[config.mk]
export PLATFORM = sky130hd
export DESIGN_NAME = petscii_attr_change_encoder
export DESIGN_NICKNAME = d
export VERILOG_FILES = /design/src/rtl/core/pace_pkg.sv /design/src/rtl/core/petscii_attr_change_encoder.sv /design/src/rtl/core/pace_front.sv /design/src/rtl/core/pace_queue.sv /design/src/rtl/core/pace_back.sv
export VERILOG_INCLUDE_DIRS = /design/src /design/src/rtl/core
export SDC_FILE = /design/constraint.sdc
export NUM_CORES = 1
export LEC_CHECK = 0
export BUFFER_PORTS_ARGS = -buffer_cell sky130_fd_sc_hd__buf_2
export CAP_MARGIN = 20
export CORE_MARGIN = 2
export CORE_UTILIZATION = 63
export DETAILED_ROUTE_END_ITERATION = 6
export GPL_TIMING_DRIVEN = 0
export HOLD_SLACK_MARGIN = 0.03
export PLACE_DENSITY = 0.85
export SKIP_LAST_GASP = 1
export SLEW_MARGIN = 20
export SYNTH_ARGS = -nofsm -noshare
export SYNTH_HDL_FRONTEND = slang
export SYNTH_SLANG_ARGS = --single-unit
[constraint.sdc]
create_clock -name i_clk -period 8.5 [get_ports i_clk]
set_input_delay 0.425 -clock i_clk [delete_from_list [all_inputs] [get_ports i_clk]]
set_output_delay 0.425 -clock i_clk [all_outputs]
set_load 0.02 [all_outputs]
[src/rtl/core/assert_macros.svh]
// Assertion helpers for the RTL.
`ifndef ASSERT_MACROS_SVH
`define ASSERT_MACROS_SVH

`ifndef SYNTHESIS
`define ASSERT_CLK(lbl, clk, rstn, prop, msg) \
    lbl: assert property (@(posedge clk) disable iff (!rstn) prop) else $error(msg);
`define ASSERT_NEVER(lbl, clk, rstn, prop, msg) \
    lbl: assert property (@(posedge clk) disable iff (!rstn) !(prop)) else $error(msg);
`else
`define ASSERT_CLK(lbl, clk, rstn, prop, msg)
`define ASSERT_NEVER(lbl, clk, rstn, prop, msg)
`endif

`endif

[src/rtl/core/pace_pkg.sv]
package pace_pkg;

    localparam int ATTR_W   = 13;
    localparam int BYTE_W   = 8;
    localparam int SEQ_MAX  = 4;
    localparam int SEQ_IW   = $clog2(SEQ_MAX);
    localparam int Q_DEPTH  = 2;
    localparam int Q_AW     = $clog2(Q_DEPTH);
    localparam int Q_LW     = $clog2(Q_DEPTH + 1);

    // attribute encodings
    localparam logic [ATTR_W-1:0] ATTR_NORMAL  = 13'h0800;
    localparam logic [ATTR_W-1:0] ATTR_BGBLACK = 13'h1000;

    // control bytes
    localparam logic [BYTE_W-1:0] B_RVS_ON   = 8'h12;
    localparam logic [BYTE_W-1:0] B_RVS_OFF  = 8'h92;
    localparam logic [BYTE_W-1:0] B_FLASH_ON = 8'h0F;
    localparam logic [BYTE_W-1:0] B_FLASH_OFF = 8'h8F;
    localparam logic [BYTE_W-1:0] B_ULINE_ON = 8'h02;
    localparam logic [BYTE_W-1:0] B_ULINE_OFF = 8'h82;
    localparam logic [BYTE_W-1:0] B_DKGRAY_W = 8'h98;
    localparam logic [BYTE_W-1:0] B_CYAN_W   = 8'h97;

    localparam logic [3:0] FG_DKGRAY = 4'd8;
    localparam logic [3:0] FG_CYAN   = 4'd3;

    typedef struct packed {
        logic [SEQ_MAX-1:0][BYTE_W-1:0] bytes;
        logic [SEQ_IW-1:0]              last_idx;
    } t_seq;

    typedef struct packed {
        logic            empty;
        logic            full;
        logic [Q_LW-1:0] level;
    } t_q_status;

    function automatic logic [BYTE_W-1:0] color_byte(input logic [3:0] fg, input logic wide);
        logic [BYTE_W-1:0] b;
        case (fg)
            4'd0:    b = 8'h90;
            4'd1:    b = 8'h1F;
            4'd2:    b = 8'h1E;
            4'd3:    b = 8'h98;
            4'd4:    b = 8'h1C;
            4'd5:    b = 8'h81;
            4'd6:    b = 8'h95;
            4'd7:    b = 8'h9B;
            4'd8:    b = 8'h97;
            4'd9:    b = 8'h9A;
            4'd10:   b = 8'h99;
            4'd11:   b = 8'h9F;
            4'd12:   b = 8'h96;
            4'd13:   b = 8'h9C;
            4'd14:   b = 8'h9E;
            default: b = 8'h05;
        endcase
        if (wide && fg == FG_CYAN) begin
            b = B_CYAN_W;
        end else if (wide && fg == FG_DKGRAY) begin
            b = B_DKGRAY_W;
        end
        return b;
    endfunction

endpackage

[src/rtl/core/petscii_attr_change_encoder.sv]
// channel | direction | handshake                 | payload
// --------+-----------+---------------------------+----------------------------------
// in      | input     | i_in_valid / o_in_stall   | i_new_attr, i_current_attr
// out     | output    | o_out_valid / i_out_stall | o_out_byte, o_last
// cfg     | input     | i_cfg_valid / o_cfg_ready | i_cfg_data (wide_mode)
//
// An attribute pair is translated and packed in the cycle it is taken; one byte
// leaves per cycle while the receiver does not stall, and an item holds 1 to 4
// change bytes. A pair with no change emits nothing. The first byte passes through
// the queue and then the output register before it reaches the port. A two-entry
// queue sits between the two halves; o_in_stall is high only while it is full.
// Reset is synchronous, active low, and sets wide_mode to narrow.
`include "assert_macros.svh"

module petscii_attr_change_encoder (
    input  logic                        i_clk,
    input  logic                        i_rst_n,
    input  logic                        i_in_valid,
    output logic                        o_in_stall,
    input  logic [pace_pkg::ATTR_W-1:0] i_new_attr,
    input  logic [pace_pkg::ATTR_W-1:0] i_current_attr,
    output logic                        o_out_valid,
    input  logic                        i_out_stall,
    output logic [pace_pkg::BYTE_W-1:0] o_out_byte,
    output logic                        o_last,
    input  logic                        i_cfg_valid,
    output logic                        o_cfg_ready,
    input  logic                        i_cfg_data
);

    logic                r_wide_mode;
    pace_pkg::t_seq      front_seq;
    logic                front_has;
    logic                push;
    logic                pop;
    pace_pkg::t_seq      q_head;
    pace_pkg::t_q_status q_status;

    assign o_cfg_ready = 1'b1;

    always_ff @(posedge i_clk) begin
        if (!i_rst_n) begin
            r_wide_mode <= 1'b0;
        end else if (i_cfg_valid && o_cfg_ready) begin
            r_wide_mode <= i_cfg_data;
        end
    end

    pace_front u_front (
        .i_new_attr     (i_new_attr),
        .i_current_attr (i_current_attr),
        .i_wide         (r_wide_mode),
        .o_seq          (front_seq),
        .o_has_bytes    (front_has)
    );

    assign o_in_stall = q_status.full;
    // drop transactions that need no bytes
    assign push = i_in_valid && !o_in_stall && front_has;

    pace_queue u_queue (
        .i_clk    (i_clk),
        .i_rst_n  (i_rst_n),
        .i_push   (push),
        .i_data   (front_seq),
        .i_pop    (pop),
        .o_head   (q_head),
        .o_status (q_status)
    );

    pace_back u_back (
        .i_clk        (i_clk),
        .i_rst_n      (i_rst_n),
        .i_head_valid (!q_status.empty),
        .i_head       (q_head),
        .o_pop        (pop),
        .o_valid      (o_out_valid),
        .i_stall      (i_out_stall),
        .o_byte       (o_out_byte),
        .o_last       (o_last)
    );

    `ASSERT_NEVER(a_q_overflow, i_clk, i_rst_n,
        q_status.level > pace_pkg::Q_LW'(pace_pkg::Q_DEPTH), "queue level beyond depth")
    `ASSERT_CLK(a_no_gap, i_clk, i_rst_n,
        o_out_valid && !o_last && !i_out_stall |=> o_out_valid, "gap inside a byte sequence")
    `ASSERT_CLK(a_pop_last, i_clk, i_rst_n,
        pop |=> o_out_valid && o_last, "queue entry retired without its last byte")

endmodule

[src/rtl/core/pace_front.sv]
module pace_front (
    input  logic [pace_pkg::ATTR_W-1:0] i_new_attr,
    input  logic [pace_pkg::ATTR_W-1:0] i_current_attr,
    input  logic                        i_wide,
    output pace_pkg::t_seq              o_seq,
    output logic                        o_has_bytes
);

    // bit positions of the attribute word
    localparam int B_HIGH  = 3;
    localparam int B_BLINK = 7;
    localparam int B_RVS   = 8;
    localparam int B_ULINE = 9;
    localparam int B_BGBR  = 10;

    function automatic logic [pace_pkg::ATTR_W-1:0] translate(
        input logic [pace_pkg::ATTR_W-1:0] a,
        input logic                        wide
    );
        logic [pace_pkg::ATTR_W-1:0] t;
        logic [pace_pkg::ATTR_W-1:0] r;
        t = a;
        r = '0;
        if (a == pace_pkg::ATTR_NORMAL) begin
            t = 13'h0007;
        end else if (a == pace_pkg::ATTR_BGBLACK) begin
            t = '0;
        end
        if (t[B_RVS]) begin
            t[6:4] = 3'b000;
        end else if (t[6:4] != 3'b000 || t[B_BGBR]) begin
            // background color moves to the foreground under reverse
            r[B_RVS]   = 1'b1;
            r[B_BLINK] = t[B_BLINK];
            r[B_HIGH]  = t[B_BGBR];
            r[2:0]     = t[6:4];
            t = r;
        end
        if (!wide) begin
            t[B_BLINK] = 1'b0;
            t[B_ULINE] = 1'b0;
        end
        return t;
    endfunction

    logic [pace_pkg::ATTR_W-1:0] want;
    logic [pace_pkg::ATTR_W-1:0] cur;
    logic                        cur_blink;
    logic                        cur_uline;
    logic [3:0]                  cur_fg;
    logic [pace_pkg::SEQ_MAX-1:0]                     slot_en;
    logic [pace_pkg::SEQ_MAX-1:0][pace_pkg::BYTE_W-1:0] slot_byte;
    logic [pace_pkg::SEQ_IW:0]   n;

    assign want = translate(i_new_attr, i_wide);
    assign cur  = translate(i_current_attr, i_wide);

    always_comb begin
        cur_blink = cur[B_BLINK];
        cur_uline = cur[B_ULINE];
        cur_fg    = cur[3:0];
        slot_en   = '0;
        slot_byte = '0;

        if (want[B_RVS] && !cur[B_RVS]) begin
            slot_en[0]   = 1'b1;
            slot_byte[0] = pace_pkg::B_RVS_ON;
            cur_uline    = 1'b0;
            cur_fg       = 4'd0;
        end else if (!want[B_RVS] && cur[B_RVS]) begin
            slot_en[0]   = 1'b1;
            slot_byte[0] = pace_pkg::B_RVS_OFF;
            cur_uline    = 1'b0;
            cur_fg       = {cur[B_BGBR], cur[6:4]};
        end

        if (want[B_BLINK] != cur_blink) begin
            slot_en[1]   = 1'b1;
            slot_byte[1] = want[B_BLINK] ? pace_pkg::B_FLASH_ON : pace_pkg::B_FLASH_OFF;
        end

        if (want[B_ULINE] != cur_uline) begin
            slot_en[2]   = 1'b1;
            slot_byte[2] = want[B_ULINE] ? pace_pkg::B_ULINE_ON : pace_pkg::B_ULINE_OFF;
        end

        if (want[3:0] != cur_fg) begin
            slot_en[3]   = 1'b1;
            slot_byte[3] = pace_pkg::color_byte(want[3:0], i_wide);
        end
    end

    // pack the present bytes to the front of the sequence
    always_comb begin
        o_seq.bytes = '0;
        n           = '0;
        for (int k = 0; k < pace_pkg::SEQ_MAX; k++) begin
            if (slot_en[k]) begin
                o_seq.bytes[n[pace_pkg::SEQ_IW-1:0]] = slot_byte[k];
                n = n + 1'b1;
            end
        end
        o_seq.last_idx = n[pace_pkg::SEQ_IW-1:0] - 1'b1;
        o_has_bytes    = (n != '0);
    end

endmodule

[src/rtl/core/pace_queue.sv]
module pace_queue (
    input  logic                i_clk,
    input  logic                i_rst_n,
    input  logic                i_push,
    input  pace_pkg::t_seq      i_data,
    input  logic                i_pop,
    output pace_pkg::t_seq      o_head,
    output pace_pkg::t_q_status o_status
);

    pace_pkg::t_seq                r_mem [pace_pkg::Q_DEPTH];
    logic [pace_pkg::Q_AW-1:0]     r_wr_ptr;
    logic [pace_pkg::Q_AW-1:0]     r_rd_ptr;
    logic [pace_pkg::Q_LW-1:0]     r_level;

    always_ff @(posedge i_clk) begin
        if (i_push) begin
            r_mem[r_wr_ptr] <= i_data;
        end
    end

    always_ff @(posedge i_clk) begin
        if (!i_rst_n) begin
            r_wr_ptr <= '0;
            r_rd_ptr <= '0;
            r_level  <= '0;
        end else begin
            if (i_push) begin
                r_wr_ptr <= (r_wr_ptr == pace_pkg::Q_AW'(pace_pkg::Q_DEPTH - 1))
                            ? '0 : r_wr_ptr + 1'b1;
            end
            if (i_pop) begin
                r_rd_ptr <= (r_rd_ptr == pace_pkg::Q_AW'(pace_pkg::Q_DEPTH - 1))
                            ? '0 : r_rd_ptr + 1'b1;
            end
            if (i_push && !i_pop) begin
                r_level <= r_level + 1'b1;
            end else if (!i_push && i_pop) begin
                r_level <= r_level - 1'b1;
            end
        end
    end

    assign o_head         = r_mem[r_rd_ptr];
    assign o_status.empty = (r_level == '0);
    assign o_status.full  = (r_level == pace_pkg::Q_LW'(pace_pkg::Q_DEPTH));
    assign o_status.level = r_level;

endmodule

[src/rtl/core/pace_back.sv]
module pace_back (
    input  logic                        i_clk,
    input  logic                        i_rst_n,
    input  logic                        i_head_valid,
    input  pace_pkg::t_seq              i_head,
    output logic                        o_pop,
    output logic                        o_valid,
    input  logic                        i_stall,
    output logic [pace_pkg::BYTE_W-1:0] o_byte,
    output logic                        o_last
);

    logic [pace_pkg::SEQ_IW-1:0] r_idx;
    logic [pace_pkg::SEQ_IW-1:0] n_idx;
    logic                        r_valid;
    logic                        n_valid;
    logic [pace_pkg::BYTE_W-1:0] r_byte;
    logic                        r_last;
    logic                        load;
    logic                        at_end;

    assign load   = i_head_valid && (!r_valid || !i_stall);
    assign at_end = (r_idx == i_head.last_idx);
    assign o_pop  = load && at_end;

    always_comb begin
        n_idx   = r_idx;
        n_valid = r_valid;
        if (load) begin
            n_valid = 1'b1;
            n_idx   = at_end ? '0 : r_idx + 1'b1;
        end else if (r_valid && !i_stall) begin
            n_valid = 1'b0;
        end
    end

    always_ff @(posedge i_clk) begin
        if (!i_rst_n) begin
            r_idx   <= '0;
            r_valid <= 1'b0;
        end else begin
            r_idx   <= n_idx;
            r_valid <= n_valid;
        end
    end

    // hold the byte while the receiver stalls
    always_ff @(posedge i_clk) begin
        if (load) begin
            r_byte <= i_head.bytes[r_idx];
            r_last <= at_end;
        end
    end

    assign o_valid = r_valid;
    assign o_byte  = r_byte;
    assign o_last  = r_last;

endmodule

### Word-level counts from Yosys, hierarchy flattened

Memory sizes are Yosys's and may differ from the RTL's. A register that Yosys moved wholly into a read port is not among the register bits.
Cells that the tools add are included.
W data, S select, Z words.

| word-level totals | value |
|---|---|
| bits of input ports | 32 |
| output and inout bits | 12 |
| ROM bits | 96 |
| memories | 2 |
| RAM bits | 68 |
| register bits after elaboration | 17 |
| word-level logic and storage cells | 131 |
| latch bits | 0 |

| cells by class | value |
|---|---|
| divide/modulo/power cells | 0 |
| eq/ne operators | 11 |
| shift-type cells | 0 |
| multiply operators | 0 |
| bitwise logic cells | 0 |
| $add $sub $neg | 9 |
| reductions and logical operators | 31 |
| multiplexer cells | 63 |
| $lt $le $gt $ge | 7 |

Memories:

| memory | depth | bits a word | read ports | clocked after memory_dff | write ports | line | text |
|---|---|---|---|---|---|---|---|
| (name not given) | 16 | 6 | 1 | 0 | 0 | pace_pkg.sv:41 | `case (fg)` |
| u_queue.r_mem | 2 | 34 | 1 | 1 | 1 | pace_queue.sv:11 | `pace_pkg::t_seq r_mem [pace_pkg::Q_DEPTH];` |

Operators by type and width:

| cell | number |
|---|---|
| $mux W8 | 14 |
| $bwmux W32 | 3 |
| $mux W32 | 3 |
| $mux W11 | 5 |
| $demux W8 S2 | 3 |
| $eq A13 B12 Y1 const B | 2 |
| $eq A13 B13 Y1 const B | 2 |
| $mux W1 | 20 |
| $mux W4 | 5 |
| $bmux W8 S2 | 1 |
| $mux W3 | 5 |
| $logic_and A1 B1 Y1 | 14 |
| $mux W10 | 1 |
| $lt A2 B3 Y1 const B | 3 |
| $reduce_bool A3 Y1 | 3 |
| $logic_not A1 Y1 | 8 |
| $add A3 B1 Y3 const B | 2 |
| $mux W2 | 3 |
| $add A2 B1 Y2 const B | 2 |
| $eq A4 B2 Y1 const B | 1 |
| $eq A4 B4 Y1 const B | 1 |
| $ge A2 B1 Y1 const B | 2 |
| $ne A4 B4 Y1 | 1 |
| $reduce_bool A2 Y1 | 2 |
| 10 further kinds | 15 |

### Longest topological paths before layout

Gate-level depths: netlist of the first run.

| depth | value |
|---|---|
| depth in word-level cells | 24 |
| gate-level depth with buffers | 20 |

### Cells and area by module

Synthesis of the first run repeated with hierarchy kept, for this count alone.

| second synthesis, totals | value |
|---|---|
| cell total of the unflattened synthesis | 370 |
| area total of the unflattened synthesis | 4963.5 µm² |

Modules (own cells, without submodules):

| module | instances | area an instance (µm²) | cells each | sequential area each (µm²) |
|---|---|---|---|---|
| pace_queue | 1 | 2671.3 | 128 | 2142.1 |
| pace_front | 1 | 1572.8 | 195 | 0.0 |
| pace_back | 1 | 660.6 | 39 | 330.3 |
| petscii_attr_change_encoder | 1 | 58.8 | 8 | 20.0 |

### Worst setup path before layout of the first run

OpenSTA, ideal clock, no wires.

| path | value |
|---|---|
| path type | input to register |
| start | input i_new_attr[4] (netlist name) |
| end | memory u_queue.r_mem[1][0] (netlist name), enable pin |
| data arrival time | 4049 ps |
| stages on the path | 14 |
| setup slack | 4066 ps |
| setup time | 385 ps |
| cell sequence | nor4_2 > or2b_1 > inv_1 > ha_1 > nor2_1 > and4_1 > ha_1 > inv_1 > fa_1 > ha_1 > o41ai_4 > a21o_2 > a311oi_4 > and2_1 |

| on the way | value |
|---|---|
| word-level cells in the longest chain between the ends | 22 |
| elaborated cells between the ends (all ways) | 37 |
| those cells by class | add/sub: 3; eq/ne: 5; mux: 22; reduce/logical: 7 |

Ends and longest elaborated chain:

| element | line | text |
|---|---|---|
| from (decl) | petscii_attr_change_encoder.sv:20 | `input logic [pace_pkg::ATTR_W-1:0] i_new_attr,` |
| $eq A13 B13 Y1 | pace_front.sv:26 | `end else if (a == pace_pkg::ATTR_BGBLACK) begin` |
| $mux W11 | pace_front.sv:26 |  |
| $mux W11 * | pace_front.sv:24 | `if (a == pace_pkg::ATTR_NORMAL) begin` |
| $reduce_bool A3 Y1 | pace_front.sv:31 | `end else if (t[6:4] != 3'b000 \|\| t[B_BGBR]) begin` |
| $logic_or A1 B1 Y1 | pace_front.sv:31 |  |
| $mux W10 | pace_front.sv:31 |  |
| $mux W3 | pace_front.sv:29 | `if (t[B_RVS]) begin` |
| $logic_not A1 Y1 | pace_front.sv:70 | `end else if (!want[B_RVS] && cur[B_RVS]) begin` |
| [... 7 more ...] | n/a |  |
| $mux W3 | pace_front.sv:98 | `if (slot_en[k]) begin` |
| $add A3 B1 Y3 | pace_front.sv:100 | `n = n + 1'b1;` |
| $mux W3 * | pace_front.sv:98 |  |
| $reduce_bool A3 Y1 * | pace_front.sv:104 | `o_has_bytes = (n != '0);` |
| $logic_and A1 B1 Y1 * | petscii_attr_change_encoder.sv:59 | `assign push = i_in_valid && !o_in_stall && front_has;` |
| net push | petscii_attr_change_encoder.sv:34 | `logic push;` |
| $mux W1 * | pace_queue.sv:17 | `if (i_push) begin` |
| $mux W1 (implied by the code) * | pace_queue.sv:18 | `r_mem[r_wr_ptr] <= i_data;` |
| to (decl) | pace_queue.sv:11 |  |

Mark *: on every way through the listed nets, which the timed path passes. The rest lies on a longest branch.

### Worst setup path in the final report of the first run

| path | value |
|---|---|
| start | input i_new_attr[4] (netlist name) |
| end | register u_queue.r_level[1] (netlist name) |

| on the way | value |
|---|---|
| word-level cells in the longest chain between the ends | 23 |
| elaborated cells between the ends (all ways) | 40 |
| those cells by class | add/sub: 3; eq/ne: 5; mux: 21; reduce/logical: 11 |

Ends and longest elaborated chain:

| element | line | text |
|---|---|---|
| $eq A13 B13 Y1 | pace_front.sv:26 |  |
| $mux W11 | pace_front.sv:26 |  |
| $mux W11 * | pace_front.sv:24 |  |
| $reduce_bool A3 Y1 | pace_front.sv:31 |  |
| $logic_or A1 B1 Y1 | pace_front.sv:31 |  |
| $mux W10 | pace_front.sv:31 |  |
| $mux W3 | pace_front.sv:29 |  |
| $logic_not A1 Y1 | pace_front.sv:70 |  |
| [... 8 more ...] | n/a |  |
| $add A3 B1 Y3 | pace_front.sv:100 |  |
| $mux W3 * | pace_front.sv:98 |  |
| $reduce_bool A3 Y1 * | pace_front.sv:104 |  |
| $logic_and A1 B1 Y1 * | petscii_attr_change_encoder.sv:59 |  |
| net push | petscii_attr_change_encoder.sv:34 |  |
| $logic_not A1 Y1 | pace_queue.sv:38 | `end else if (!i_push && i_pop) begin` |
| $logic_and A1 B1 Y1 | pace_queue.sv:38 |  |
| $reduce_bool A2 Y1 (no line) | n/a |  |
| to (signal assigned) | pace_queue.sv:37 | `r_level <= r_level + 1'b1;` |
| to (signal assigned) | pace_queue.sv:39 | `r_level <= r_level - 1'b1;` |
| to (decl) | pace_queue.sv:14 | `logic [pace_pkg::Q_LW-1:0] r_level;` |

Marked as above.
A chain may end at the register's enable or synchronous reset.

==> results of run 1 <==
## synth_stat cells, types with 3 or more instances
| cell type | n | area (µm²) |
|---|---|---|
| inv_1 | 17 | 63.8 |
| nand3_1 | 4 | 20.0 |
| nand2b_1 | 4 | 25.0 |
| edfxtp_1 | 59 | 1770 |
| and2_1 | 6 | 37.5 |
| or3_1 | 3 | 18.8 |
| mux2_2 | 6 | 67.6 |
| clkbuf_1 | 9 | 33.8 |
| xnor2_1 | 9 | 78.8 |
| o21ai_0 | 18 | 90.1 |
| dfxtp_1 | 9 | 180 |
| a31oi_1 | 4 | 25.0 |
| ha_1 | 19 | 238 |
| nand2_1 | 17 | 63.8 |
| nor3_1 | 6 | 30.0 |
| nand4_1 | 3 | 18.8 |
| nor2_1 | 16 | 60.1 |
| o21ai_1 | 4 | 20.0 |
| o211ai_1 | 4 | 30.0 |
| mux2i_1 | 8 | 80.1 |
| mux4_2 | 12 | 270 |
| a21oi_1 | 11 | 55.1 |
| buf_4 | 3 | 22.5 |
| a21boi_0 | 3 | 22.5 |
| nor2b_1 | 7 | 43.8 |
## registers in the layout, summed over array words and instances (netlist names), named ones only
name,cells
u_back.o_byte,6
u_queue.r_mem,52
u_back.o_last,1
u_back.o_valid,1
u_queue.r_wr_ptr,1
u_back.r_idx,2
u_queue.r_rd_ptr,1
u_queue.r_level,2
r_wide_mode,1
## logic make-up after synthesis
logic type,Yosys count,synth area share [%]
AO/OA/AOI/OAI,61,12.3
XOR/XNOR,11,2.53
adder cells (fa/ha/maj),20,6.77
buffers and inverters,30,3.25
flip-flops,68,51.3
multiplexers,27,11.3
other,2,0.197
AND/OR/NAND/NOR,84,12.5
## cell type report
| cell class | instances | area (µm²) | area share [%] |
|---|---|---|---|
| Buffer | 13 | 60.1 | 1.40 |
| Timing Repair Buffer | 39 | 195 | 4.57 |
| Inverter | 17 | 63.8 | 1.49 |
| Tap cell | 75 | 93.8 | 2.19 |
| Clock buffer | 14 | 163 | 3.80 |
| Sequential cell | 68 | 1950 | 45.7 |
| Clock inverter | 2 | 10.0 | 0.234 |
| Multi-Input combinational cell | 206 | 1740 | 40.6 |
## critical path, cell delays in order
cell	delay, ns
buf_2	0.14
nor4_2	0.38
or2b_1	0.29
inv_1	0.09
ha_1	0.23
nor2_1	0.10
and4_1	0.21
ha_1	0.32
inv_1	0.10
fa_1	0.60
ha_1	0.23
o41ai_4	0.17
a21o_2	0.26
a311oi_4	0.33
ha_1	0.33
or3_1	0.36
a21boi_0	0.23
## routing by layer
metal	track usage (%)	share of wire, %
met3	4.29	5.6
met1	29.6	40
met4	12.3	2.9
met2	42.0	52
met5	0	0
## path summary, 6_finish.rpt
kind | slack, ns | end
worst max-delay path | 3.96 | u_queue.r_level[1]
worst min-delay path | 0.35 | r_wide_mode
worst max register to register | 4.25 | u_queue.r_level[1]
worst min register to register | 0.50 | u_queue.r_wr_ptr
## cell usage in the layout (no fill, tap or decap), types with 3 or more instances in the layout
cell type and instances:
a21boi_0 3, a21oi_1 11, a31oi_1 4, and2_1 5, buf_2 39, buf_4 3, clkbuf_1 12, clkbuf_8 11
conb_1 3, dfxtp_1 9, edfxtp_1 59, ha_1 19, inv_1 17, mux2_2 6, mux2i_1 8, mux4_2 12
nand2_1 17, nand2b_1 4, nand3_1 4, nand4_1 3, nor2_1 16, nor2b_1 7, nor3_1 6, o211ai_1 4
o21ai_0 18, o21ai_1 4, or3_1 3, xnor2_1 9
## report_power, final
part | switching (mW) | internal, mW
Sequential | 0.0233 | 0.470
Clock | 0.112 | 0.121
Combinational | 0.217 | 0.167
Total | 0.353 | 0.758
## metrics by stage
stage	util [%]	total power [mW]
2_1_floorplan	-	0.780
3_3_place_gp	69.7	0.859
3_5_place_dp	69.7	0.887
4_1_cts	72.6	1.12
5_1_grt	72.6	1.17
6_report	72.6	1.11
==> metrics.csv, run 1 <==
stage;metric;value;unit
synth;yosys_warnings;0;
floorplanning;die_w;81.7;µm
floorplanning;ios;44;
drt;num_vias;2574;
placed_design;place_ws;3.22;ns
worst_hold_path;hold_start;i_cfg_data;
critical_path;endpoint_kind;flop;
cells_and_area;fill_cells;398;
synth;synthArstFlopShare;0;%
placed_design;port_buffers;39;
drt;wl_per_cell;17.0;µm
sta;worst_pin_slew;1.13;ns
floorplanning;fp-row-count;28;
drt;ant_nets;0;
cts;clkTransAtPathRegs;0.07;ns
synth;avgSynthCellArea;12.6;µm²
run;maxCapViolCount;0;
cells_and_area;nets;406;
power;power_density;260;mW/mm²
placed_design;placed_area;0.00410;mm²
grt;grt_use_total;24.4;%
placed_design;hpwl;5.56;mm
critical_path;cp_max_fo;9;
cts;root_buffer;clkbuf_8;
sta;fin_setup_tns;0;ns
grt;gr-total-overflow;0;
cells_and_area;syn2layout_area_growth;12.3;%
cells_and_area;layout-drive-gt1-share;25.1;%
sta;final-max-slew-violation-count;0;
grt;grt_pass1_vias;2472;
grt;grt_pass1_wl;11.8;mm
critical_path;r2r-start;r_wide_mode;
placed_design;placed_cells;418;
cts;cts_resized;0;
synth;seq_area_frac_synth;51.3;%
power;ir_drop;0.198;mV
cts;insertion_delay;0.34;ns
synth;syn_area;0.00381;mm²
floorplanning;start_util;64.7;%
floorplanning;die-area;0.00668;mm²
cells_and_area;fin_cells;434;
grt;antenna_found_initial;0;
critical_path;reg2regPathDepth;14;
drt;drc_errors;0;
cells_and_area;final_cell_area;0.00428;mm²
status;status;complete, no violations;
floorplanning;core-area;0.00589;mm²
drt;drt_iter0_drc;122;
placed_design;finalWeightedCongestion;0.952;
power;leakage;1.60;nW
sta;rsz0062_at_grt;no;
cts;htree_num_levels;3;
cts;cts.sink_count;68;
sta;min_period;4.54;ns
cts;numCtsBuffers;9;
sta;finalSetupViolations;0;
drt;drt-total-wl;7.38;mm
floorplanning;dieHeight;81.7;µm
critical_path;cp-startpoint;i_new_attr[4];
synth;synth_ff_type;edfxtp_1;
critical_path;crit_required;8.75;ns
grt;grt_max_degree;27;
critical_path;start_kind;primary input;
cts;tritoncts;built;
sta;timing.final.hold_violations;0;
cts;holdBufCountCts;0;
synth;synth_cell_types;60;
synth;synth_seq_cells;68;
sta;layout_setup_ws;3.96;ns
worst_hold_path;min_path_cells;3;
sta;relSlewSlack;24.4;%
worst_hold_path;hold_class;primary input to flop;
drt;avgViaCountPerCell;5.93;
critical_path;worstPathArrival;4.79;ns
cells_and_area;n_antenna_cell;0;
sta;clock.fmax;220;MHz
cts;cts_setup_buffers;0;
drt;first_pass_iters;4;
sta;hold_slack;0.348;ns
synth;syn_inst;303;
sta;finalCritPeriodShare;53.4;%
critical_path;criticalPathCategory;primary input to flop;
sta;skew;0.00793;ns
synth;synth_edf_count;59;
cts;cts_buffer_depth;2;
Note: power is estimated with default switching activity, not from simulation.
==> run 2, diff against run 1 <==
--- a/config.mk
+++ b/config.mk
@@ -6,14 +6,15 @@
 export SDC_FILE = /design/constraint.sdc
 export NUM_CORES = 1
 export LEC_CHECK = 0
+export ABC_AREA = 1
 export BUFFER_PORTS_ARGS = -buffer_cell sky130_fd_sc_hd__buf_2
 export CAP_MARGIN = 20
 export CORE_MARGIN = 2
-export CORE_UTILIZATION = 63
+export CORE_UTILIZATION = 53
 export DETAILED_ROUTE_END_ITERATION = 6
 export GPL_TIMING_DRIVEN = 0
 export HOLD_SLACK_MARGIN = 0.03
-export PLACE_DENSITY = 0.85
+export PLACE_DENSITY = 0.76
 export SKIP_LAST_GASP = 1
 export SLEW_MARGIN = 20
 export SYNTH_ARGS = -nofsm -noshare
==> constraint.sdc (replaced) <==
create_clock -name i_clk -period 3.9 [get_ports i_clk]
set_input_delay 0.195 -clock i_clk [delete_from_list [all_inputs] [get_ports i_clk]]
set_output_delay 0.195 -clock i_clk [all_outputs]
set_load 0.02 [all_outputs]
==> metrics.csv, run 2 <==
stage;metric;value;unit;change
critical_path;criticalPathCategory;primary input to flop;;unchanged
synth;synth_top_cell_by_area;edfxtp_1;;unchanged
critical_path;endpoint_kind;flop;;unchanged
sta;finalSetupViolations;0;;unchanged
synth;synthArstFlopShare;0;%;unchanged
synth;syn_area;0.00384;mm²;was 0.00381 mm²
placed_design;placed_cells;577;;was 418
critical_path;reg2reg_slack;0.43;ns;was 4.25 ns
cells_and_area;final_cell_mix;74 x nor2_1, 70 x nand2_1, 59 x edfxtp_1;;was 59 x edfxtp_1, 39 x buf_2, 19 x ha_1
synth;synth_seq_cells;68;;unchanged
floorplanning;die_w;89.1;µm;was 81.7 µm
critical_path;reg2regPathDepth;16;;was 14
cells_and_area;n_antenna_cell;0;;unchanged
sta;min_period;3.68;ns;
critical_path;crit_required;4.11;ns;was 8.75 ns
cts;clkTransAtPathRegs;0.07;ns;about the same
critical_path;start_kind;primary input;;unchanged
drt;avgViaCountPerCell;5.26;;was 5.93
synth;synth.top_cell.area_share;46.1;%;was 46.5%
drt;first_pass_iters;4;;unchanged
cts;insertion_delay;0.33;ns;was 0.34 ns
drt;drt_iter0_drc;126;;was 122
synth;synth_area_leaders;edfxtp_1 46%, nor2_1 7.8%, nand2_1 7.0%, ha_1 6.2%, o21ai_0 5.1%;;was edfxtp_1 47%, mux4_2 7.1%, ha_1 6.2%, dfxtp_1 4.7%, o21ai_0 2.4%
drt;drt-total-wl;8.03;mm;was 7.38 mm
cells_and_area;nets;542;;was 406
power;finalPower;2.64;mW;was 1.11 mW
cells_and_area;syn2layout_area_growth;15.5;%;was 12.3%
grt;grt_pass1_wl;12.9;mm;was 11.8 mm
critical_path;cp-startpoint;i_new_attr[4];;unchanged
cts;numCtsBuffers;9;;unchanged
grt;gr-total-overflow;0;;unchanged
cts;cts.sink_count;68;;unchanged
drt;num_vias;3122;;was 2574
synth;synth_edf_count;59;;unchanged
grt;grt_pass1_vias;2867;;was 2472
cells_and_area;largest_reg_flops;52;;unchanged
placed_design;port_buffers;40;;was 39
floorplanning;die-area;0.00794;mm²;was 0.00668 mm²
drt;drc_errors;0;;unchanged
status;status;complete, no violations;;unchanged
sta;final-max-slew-violation-count;0;;unchanged
grt;grt_use_total;21.4;%;was 24.4%
power;leakage;1.90;nW;was 1.60 nW
cts;htree_num_levels;3;;unchanged
sta;timing.final.hold_violations;0;;unchanged
cells_and_area;mostFrequentLayoutCell;nor2_1;;was edfxtp_1
cts;cts_buffer_depth;2;;unchanged
critical_path;cp_max_fo;5;;was 9
placed_design;hpwl;5.81;mm;was 5.56 mm
drt;ant_nets;0;;unchanged
floorplanning;fp-row-count;31;;was 28
sta;clock.fmax;272;MHz;
power;ir_drop;0.222;mV;was 0.198 mV
cells_and_area;layout-drive-gt1-share;19.2;%;was 25.1%
grt;antenna_found_initial;0;;unchanged
critical_path;worstPathArrival;3.89;ns;was 4.79 ns
synth;yosys_warnings;0;;unchanged
floorplanning;core-area;0.00714;mm²;was 0.00589 mm²
cts;holdBufCountCts;0;;unchanged
cells_and_area;final_core_util;62.2;%;was 72.6%
synth;avgSynthCellArea;8.79;µm²;was 12.6 µm²
cells_and_area;fin_cells;594;;was 434
synth;seq_area_frac_synth;50.8;%;was 51.3%
sta;rsz0062_at_grt;no;;unchanged
floorplanning;start_util;53.8;%;was 64.7%
drt;wl_per_cell;13.5;µm;was 17.0 µm
placed_design;finalWeightedCongestion;0.872;;was 0.952
cells_and_area;top_register;u_queue.r_mem;;unchanged
run;maxCapViolCount;0;;unchanged
critical_path;crit_path_end;u_queue.r_level[1];;unchanged
worst_hold_path;hold_class;primary input to flop;;unchanged
sta;worst_pin_slew;0.765;ns;was 1.13 ns
critical_path;r2r-start;r_wide_mode;;unchanged
grt;grt_max_degree;27;;unchanged
cts;tritoncts;built;;unchanged
power;power_density;596;mW/mm²;was 260 mW/mm²
synth;synth_ff_type;edfxtp_1;;unchanged
cts;cts_setup_buffers;0;;unchanged
synth;syn_inst;437;;was 303
synth;synth_cell_types;37;;was 60
critical_path;r2r-end;u_queue.r_level[1];;unchanged
synth;synth_common_cells;80 x nor2_1, 72 x nand2_1, 59 x edfxtp_1;;was 59 x edfxtp_1, 19 x ha_1, 18 x o21ai_0
sta;skew;0.0103;ns;was 0.00793 ns
floorplanning;ios;44;;unchanged
sta;finalCritPeriodShare;94.3;%;
sta;relSlewSlack;48.9;%;was 24.4%
sta;hold_slack;0.0513;ns;was 0.348 ns
floorplanning;dieHeight;89.1;µm;was 81.7 µm
synth;yosys.cell_count.top_type;nor2_1;;was edfxtp_1
cts;root_buffer;clkbuf_8;;unchanged
## run 2: cell types whose count changed after synthesis, sizes merged, moves of 5 or more
cell	delta
nor2b	-7
nor3	-5
o21ai	+22
nand3	+15
nand2	+61
inv	+34
xnor2	-8
nor2	+66
mux2i	-8
mux2	-7
and2	-6
mux4	-12
o22ai	+10
## run 2: layer usage
layer	part of all wire, %	GRT usage, %	up-vias
met5	0	0	-
met4	3.1	11.0	0
met3	4.9	2.49	23
met2	52	37.1	115
met1	40	26.2	1407
li1	-	-	1577
## run 2: how the worst min path moves through the flow
stage | start | endpoint | slack (ns) | cells after the start
final | i_cfg_valid | r_wide_mode | 0.05 | 2
after global routing | i_cfg_valid | r_wide_mode | 0.06 | 2
after CTS | i_cfg_valid | r_wide_mode | 0.04 | 2
after detailed placement | i_cfg_valid | r_wide_mode | 0.40 | 2
after global placement | i_cfg_valid | r_wide_mode | 0.38 | 2
after floorplan | i_cfg_valid | r_wide_mode | 0.29 | 1
## run 2: cells by family (layout without fill, tap and decap cells)
| group | Yosys count | after routing | share of synthesized area (%) |
|---|---|---|---|
| simple gates | 193 | 193 | 21.2 |
| compound gates | 85 | 85 | 13.0 |
| flops | 68 | 68 | 50.8 |
| buf+inv | 63 | 120 | 6.71 |
| fa+ha+maj | 20 | 20 | 6.71 |
| xor+xnor | 6 | 6 | 1.37 |
| other cells | 2 | 3 | 0.196 |
## run 2: critical path: stages
cell and delay, ns:
buf_2 0.12, nor2_4 0.12, nand3_2 0.12, nor2_4 0.13, inv_1 0.06, ha_2 0.21
nor2_4 0.16, nand3_1 0.10, a21oi_2 0.15, ha_1 0.27, inv_2 0.10, fa_1 0.44
ha_1 0.31, o21ai_2 0.16, ha_1 0.16, nand3_1 0.13, nand2_2 0.11, inv_1 0.05
ha_1 0.32, a21oi_1 0.14, o21ai_0 0.12, o21ai_0 0.15, a21oi_1 0.05
## run 2: repair_timing
| item | in CTS | in global routing |
|---|---|---|
| gates resized for setup | 9 | 9 |
| hold endpoints to repair | 0 | 0 |
| pin swaps | 0 | 4 |
| setup endpoints to repair | 54 | 54 |
| gates cloned | 1 | 0 |
## run 2: report_power, final
part           internal [mW]  switching, mW
registers               1.04         0.0490
clock network          0.351          0.247
logic                  0.295          0.667
total                   1.68          0.963
## run 2: final cells by class
type | count | area, µm²
tap | 99 | 124
buffer | 12 | 63.8
sequential | 68 | 1950
timing repair inverter | 1 | 7.51
inverter | 51 | 198
clock buffer | 9 | 124
clock inverter | 7 | 81.3
timing repair buffer | 40 | 200
multi-input combinational | 307 | 1690
fill | 621 | 2700
## run 2: stage by stage
stage	setup TNS (ns)	setup WS (ns)	cell area, µm²
global placement	-29.87	-0.636	4180
detailed placement	-32.86	-0.704	4180
global route	0	0.00197	4440
floorplan	0	0.112	3850
finish	0	0.221	4440
CTS	0	0.00285	4410
